===== src/sv/bps_pkg.sv =====
// Shared types and constants for the bilinear pixel sampler.
// No dependencies; imported by every module of the block.
`timescale 1ns / 1ps

package bps_pkg;

  localparam int COORD_W       = 19;   // signed sample coordinate width
  localparam int CFG_W         = 10;   // configuration data width
  localparam int WR_IDX_W      = 9;    // write row and column index width
  localparam int PIX_W         = 8;    // grey pixel width
  localparam int MAX_ROWS_DEF  = 512;
  localparam int MAX_COLS_DEF  = 512;
  localparam int FRAC_BITS_DEF = 8;

  localparam logic [CFG_W-1:0] CFG_SIZE_RESET = 10'd512;

  typedef enum logic [0:0] {
    OP_WRITE  = 1'b0,
    OP_SAMPLE = 1'b1
  } opcode_t;

  typedef enum logic [0:0] {
    CFG_STORED_ROWS = 1'b0,
    CFG_STORED_COLS = 1'b1
  } cfg_index_t;

endpackage


===== src/sv/bps_axis.sv =====
// Splits one sample coordinate into a first neighbour index and a weight.
// Depends on bps_pkg for the coordinate and configuration widths.
`timescale 1ns / 1ps

module bps_axis import bps_pkg::*; #(
  parameter int MAX_SIZE  = MAX_ROWS_DEF,
  parameter int FRAC_BITS = FRAC_BITS_DEF,
  parameter int IDX_W     = $clog2(MAX_ROWS_DEF)
) (
  input  logic [COORD_W-1:0] coord,
  input  logic [CFG_W-1:0]   size_cfg,
  output logic [IDX_W-1:0]   q,
  output logic [FRAC_BITS:0] w
);

  localparam int TW     = COORD_W + 1;
  localparam int FW     = TW - FRAC_BITS;
  localparam int SZ_MAX = $clog2(MAX_SIZE + 1);
  localparam int SZ_W   = (SZ_MAX > CFG_W) ? SZ_MAX : CFG_W;
  localparam int CW     = (FW > SZ_W) ? FW : SZ_W;

  localparam logic signed [TW-1:0]    THREE_HALF = TW'(3) << (FRAC_BITS - 1);
  localparam logic        [FRAC_BITS:0] ONE      = (FRAC_BITS + 1)'(1) << FRAC_BITS;

  logic [SZ_W-1:0]      size_eff;
  logic [SZ_W-1:0]      last_q;
  logic signed [TW-1:0] t;
  logic [FW-1:0]        fl;

  always_comb begin
    // Sizes outside 2..MAX_SIZE act as the nearest bound.
    if (SZ_W'(size_cfg) < SZ_W'(2)) begin
      size_eff = SZ_W'(2);
    end else if (SZ_W'(size_cfg) > SZ_W'(MAX_SIZE)) begin
      size_eff = SZ_W'(MAX_SIZE);
    end else begin
      size_eff = SZ_W'(size_cfg);
    end
    last_q = size_eff - SZ_W'(2);

    t  = $signed({coord[COORD_W-1], coord}) + THREE_HALF;
    fl = t[TW-1:FRAC_BITS];

    if (t[TW-1]) begin
      q = '0;
      w = '0;
    end else if (CW'(fl) > CW'(last_q)) begin
      q = IDX_W'(last_q);
      w = ONE;
    end else begin
      q = IDX_W'(fl);
      w = {1'b0, t[FRAC_BITS-1:0]};
    end
  end

endmodule


===== config.mk =====
export PLATFORM = sky130hd
export DESIGN_NAME = bps_axis
export DESIGN_NICKNAME = d
export VERILOG_FILES = /design/src/sv/bps_pkg.sv /design/src/sv/bps_axis.sv
export SDC_FILE = /design/constraint.sdc
export NUM_CORES = 1
export LEC_CHECK = 0
export ABC_AREA = 1
export BUFFER_PORTS_ARGS = -buffer_cell sky130_fd_sc_hd__buf_2
export CAP_MARGIN = 10
export CORE_MARGIN = 4
export CORE_UTILIZATION = 32
export DETAILED_ROUTE_END_ITERATION = 10
export GPL_ROUTABILITY_DRIVEN = 0
export PLACE_DENSITY = 0.62
export SYNTH_ARGS = -nofsm -noshare
export SYNTH_HDL_FRONTEND = slang
export SYNTH_SLANG_ARGS = --single-unit

===== constraint.sdc =====
create_clock -name vclk -period 4.8
set_input_delay 0 -clock vclk [all_inputs]
set_output_delay 0 -clock vclk [all_outputs]
set_load 0.05 [all_outputs]

==> results of run 1 <==
-- layout by cell type, fill, tap and decap left out --
cell,count
inv_1,42
a21o_1,1
nand3b_1,3
nand2_2,4
xnor2_1,3
o21ai_0,7
nor3_1,1
nor3_4,1
o41ai_1,1
o21ai_2,1
nor2_4,2
o21ai_1,1
nand2_1,54
inv_2,1
a211oi_1,1
nor2_1,28
xor2_1,6
nor2_2,1
nor4_1,1
ha_1,12
nand3_1,9
nand4_1,2
buf_2,47
nor3_2,1
and3_1,1
a21oi_1,4
nand2_4,2
-- per-stage QoR --
stage	util	worst slack, ps
after floorplan	-	1540
after global placement	0.423	1640
after detailed placement	0.423	1600
after CTS	0.423	1600
after global routing	0.423	1150
final	0.423	1640
-- cells by family after synthesis --
| kind of cell | count (synthesis) |
|---|---|
| XOR/XNOR | 9 |
| AND/OR/NAND/NOR | 110 |
| adder cells (fa/ha/maj) | 12 |
| AO/OA/AOI/OAI | 16 |
| buffers and inverters | 44 |
-- power by group through the flow --
stage | sequential (mW) | clock, mW | combinational [mW]
after floorplan | 0 | 0 | 0.127
after global placement | 0 | 0 | 0.168
after detailed placement | 0 | 0 | 0.169
after CTS | 0 | 0 | 0.170
after global routing | 0 | 0 | 0.188
final | 0 | 0 | 0.168
-- worst paths after layout --
path                         from    to
worst min-delay path     coord[7]  w[7]
worst max-delay path  size_cfg[6]  q[6]
-- area by class of cell --
| type | instances | area share |
|---|---|---|
| Inverter | 43 | 0.126 |
| Multi-Input combinational cell | 147 | 0.647 |
| Tap cell | 44 | 0.0430 |
| Timing Repair Buffer | 47 | 0.184 |
-- metal layers --
metal,vias up,global-route usage,share of wire
met5,-,0,0
met4,0,0,0
met3,0,0.0123,0.068
met2,29,0.195,0.44
met1,486,0.160,0.49
li1,680,-,-
==> flow_summary.yaml, run 1 <==
outcome:
  status: "completed"
finish:
  seq_area_um2: 0
  fin_area_um2: 1280
  n_antenna_cell: 0
  clock_buffers: 0
  fill_cells: 352
  final_cells: 281
  multi_input_area_um2: 830
  seq_cell_count: 0
  nets: 280
  drive_gt1_frac: 0.253
  area.growth.synth_to_final_pct: 27.8
clocking:
  cts_setup_buffers: 0
  cts_resized: 0
  holdBufCountCts: 0
die:
  ios: 47
  rows: 20
  design.core.area_um2: 3030
  die_h_um: 64.0
  dieArea_um2: 4090
  die_x_um: 64.0
  initial_utilization: 0.331
sta:
  fmax_ghz: 0.316
  finalCritPeriodShare: 0.659
  slew_violations: 0
  finalSetupViolCount: 0
  min_period_ps: 3160
  tns_ps: 0
  whs_ps: 343
  grt_setup_unrepaired: "no"
  tightest_slew_ps: 410
  hold_viol: 0
  slew-limit-headroom: 0.724
synth:
  yosysSeqAreaShare: 0
  synth_top_area_share: 0.202
  synth-simple-area-share: 0.507
  ys_warn_count: 0
  synth_common_cells: "nand2_1, inv_1, nor2_1"
  syn_area_um2: 1000
  synth_adder_area_share: 0.150
  synth_most_common_cell: "nand2_1"
  synth_compound_area_frac: 0.0924
  synth.distinct_cells: 27
  synth_top_family_by_area: "simple AND/OR/NAND/NOR gates"
  synth_area_leaders: "nand2_1, inv_1, ha_1"
  yosys.area.top_type: "nand2_1"
  synthXorXnorAreaFrac: 0.0787
  netlist_instances: 191
  syn_nets: 232
  syn_area_per_cell_um2: 5.25
  synth_mux_area_frac: 0
placed_design:
  placedInstanceArea_um2: 1280
  port_buffers: 47
  post-dp-hpwl_um: 2180
  dp_cells: 281
critical_path:
  arrival_ps: 3160
  critical_path_required_ps: 4800
  critPathMaxStageDelay_ps: 300
  critical_path_class: "primary input to output pin"
  end_kind: "output pin"
  slowest_stage: "ha_1"
  crit_cells: 27
  worst-path-buf-inv: 5
  critPathLaunchType: "primary input"
  crit_family: "simple AND/OR/NAND/NOR gates"
  critPathMostFrequentCell: "nand2_1"
  cp_max_fo: 17
drt:
  dr_total_vias: 1195
  ant_nets: 0
  finalWirelength_um: 2480
  drc: 0
  wl_per_cell_um: 8.82
  drtIter0Drc: 10
  vias_per_cell: 4.25
  firstDrtPassIters: 4
global_route:
  grtUsageTotal: 0.113
  antenna_found_initial: 0
  grt_overflow_total: 0
  grt_max_degree: 18
  grt_pass1_vias: 1013
  grt_pass1_wl_um: 4050
pwr:
  switching_power_mw: 0.115
  power_density_nw_per_um2: 131
  power.share.clock: 0
  p_int_mw: 0.0524
  ir_worst_vdd_mv: 0.0457
  comb_power_share: 1.000
  p_seq_frac: 0
  cellLeakagePower_nw: 0.845
  p_sw_frac: 0.687
  power.total_mw: 0.168
worst_hold_path:
  hold_path_class: "primary input to output pin"
  hold_depth: 3
run:
  max_cap_viol_count: 0
(Power assumes the default switching activity.)
==> run 2, diff against run 1 <==
--- a/config.mk
+++ b/config.mk
@@ -5,14 +5,14 @@
 export SDC_FILE = /design/constraint.sdc
 export NUM_CORES = 1
 export LEC_CHECK = 0
-export ABC_AREA = 1
+export ABC_AREA = 0
 export BUFFER_PORTS_ARGS = -buffer_cell sky130_fd_sc_hd__buf_2
 export CAP_MARGIN = 10
 export CORE_MARGIN = 4
 export CORE_UTILIZATION = 32
 export DETAILED_ROUTE_END_ITERATION = 10
 export GPL_ROUTABILITY_DRIVEN = 0
-export PLACE_DENSITY = 0.62
+export PLACE_DENSITY = 0.63
 export SYNTH_ARGS = -nofsm -noshare
 export SYNTH_HDL_FRONTEND = slang
 export SYNTH_SLANG_ARGS = --single-unit
==> constraint.sdc (replaced) <==
create_clock -name vclk -period 3
set_input_delay 0 -clock vclk [all_inputs]
set_output_delay 0 -clock vclk [all_outputs]
set_load 0.05 [all_outputs]
==> run 2 against run 1 <==
Flip-flop and latch count did not move. Final cell count fell by 17%. Sequential share of layout area did not move. Core utilization rose by 25 points. Worst hold slack improved by 56 ps. Critical path depth fell by 15. First-iteration DRC count rose to 2.8 times the previous value. Combinational power rose by 140%. Largest cell class unchanged. Highest routed layer is now met4.
==> flow_summary.yaml, run 2 <==
synth:
  yosysSeqAreaShare: 0
  ys_warn_count: 0
  netlist_instances: 125
  syn_area_per_cell_um2: 7.08
  syn_area_um2: 885
  yosys.area.top_type: "ha_1"
  synth_top_area_share: 0.170
  synth_area_leaders: "ha_1, xnor2_1, nand3_1"
  synth_most_common_cell: "ha_1"
  synth.distinct_cells: 38
  syn_nets: 166
  synth_common_cells: "ha_1, nor2_1, nand3_1"
finish:
  seq_cell_count: 0
  drive_gt1_frac: 0.606
  final_common_cell: "buf_4"
  fin_area_um2: 1710
  fill_cells: 206
  area.growth.synth_to_final_pct: 93.5
  nets: 246
  utilization: 0.673
  n_antenna_cell: 0
  final_cells: 233
  clock_buffers: 0
  layout_common_cells: "buf_4, buf_2, ha_1"
  seq_area_um2: 0
global_route:
  use_met3: 0.00851
  grtUsageMet1: 0.222
  top_usage_layer: "met2"
  grt_pass1_vias: 1199
  antenna_found_initial: 0
  grt_overflow_total: 0
  grtUsageTotal: 0.175
  met2_usage: 0.336
  grt_max_degree: 11
  grt_pass1_wl_um: 5170
critical_path:
  critPathLaunchType: "primary input"
  cp_max_fo: 4
  end_kind: "output pin"
  critical_path_class: "primary input to output pin"
  critical_path_required_ps: 3000
  arrival_ps: 2950
run:
  max_cap_viol_count: 0
drt:
  finalWirelength_um: 3300
  dr_total_vias: 1242
  vias_per_cell: 5.33
  ant_nets: 0
  firstDrtPassIters: 4
  drtIter0Drc: 28
  wl_per_cell_um: 14.2
  drc: 0
sta:
  hold_viol: 0
  tightest_slew_ps: 627
  tns_ps: 0
  min_period_ps: 2950
  fmax_ghz: 0.339
  slew-limit-headroom: 0.579
  finalSetupViolCount: 0
  finalCritPeriodShare: 0.984
  grt_setup_unrepaired: "yes"
  slew_violations: 0
die:
  dieArea_um2: 3670
  die_x_um: 60.6
  ios: 47
  initial_utilization: 0.348
  die_h_um: 60.6
  design.core.area_um2: 2540
  rows: 18
pwr:
  ir_worst_vdd_mv: 0.172
  cellLeakagePower_nw: 0.799
  power.total_mw: 0.398
  power_density_nw_per_um2: 232
placed_design:
  placedInstanceArea_um2: 1470
  post-dp-hpwl_um: 2730
  dp_cells: 231
  port_buffers: 47
clocking:
  holdBufCountCts: 0
outcome:
  status: "completed"
worst_hold_path:
  hold_path_class: "primary input to output pin"
run 2: cell types whose count changed after synthesis, moves of 4 or more:
cell / delta
nand2_1: -47
inv_1: -35
nor2b_1: +4
xnor2_1: +5
nor2_1: -18
nand2_2: -4
o31ai_1: +4
and3_1: +6
o21a_1: +4
run 2: final timing paths:
check	cells past startpoint	end	startpoint	slack (ps)
worst max-delay path	12	q[0]	size_cfg[4]	50
worst min-delay path	3	w[0]	coord[0]	400
run 2: per-layer routing:
| metal | vias to the layer above | part of all wire |
|---|---|---|
| met2 | 29 | 0.51 |
| li1 | 636 | - |
| met5 | - | 0 |
| met1 | 575 | 0.45 |
| met3 | 2 | 0.038 |
| met4 | 0 | 0.0042 |
run 2: worst max-delay path, stage by stage:
cell	delay [ps]
buf_6	90
or4_4	550
buf_4	170
or4_4	420
a21oi_2	190
ha_1	280
o21a_1	190
o32ai_2	130
o21ba_4	210
or4_4	480
o21ai_2	80
buf_6	170
run 2: where the power goes:
| part | leakage (nW) | switching (mW) | internal (mW) |
|---|---|---|---|
| clock network | 0 | 0 | 0 |
| registers | 0 | 0 | 0 |
| logic | 0.799 | 0.225 | 0.173 |
run 2: layout make-up:
cell class                      instances  area [um^2]  area share
Inverter                                7         26.3      0.0154
Multi-Input combinational cell        115         1070       0.628
Tap cell                               30         37.5      0.0219
Timing Repair Buffer                   81          573       0.335
run 2: metrics by stage:
step	hold slack, ps	setup WS [ps]
floorplan	63.7	-53.4
global placement	418	-194
detailed placement	425	-307
CTS	398	11.1
global route	412	-19.7
finish	400	48.3
run 2: cells by family (layout without fill, tap and decap cells):
family | count (synthesis) | in the layout | share of synthesized area
simple gates | 52 | 52 | 0.330
mux | 2 | 2 | 0.0240
fa+ha+maj | 12 | 12 | 0.170
compound gates | 38 | 38 | 0.317
xor+xnor | 11 | 11 | 0.109
buf+inv | 10 | 88 | 0.0509
run 2: repair_timing:
action,4_1_cts,5_1_grt
setup buffers,1,1
pin swaps,4,13
hold endpoints to repair,0,0
endpoints found under the setup margin,18,18
resized for setup,30,32
cloned,0,0
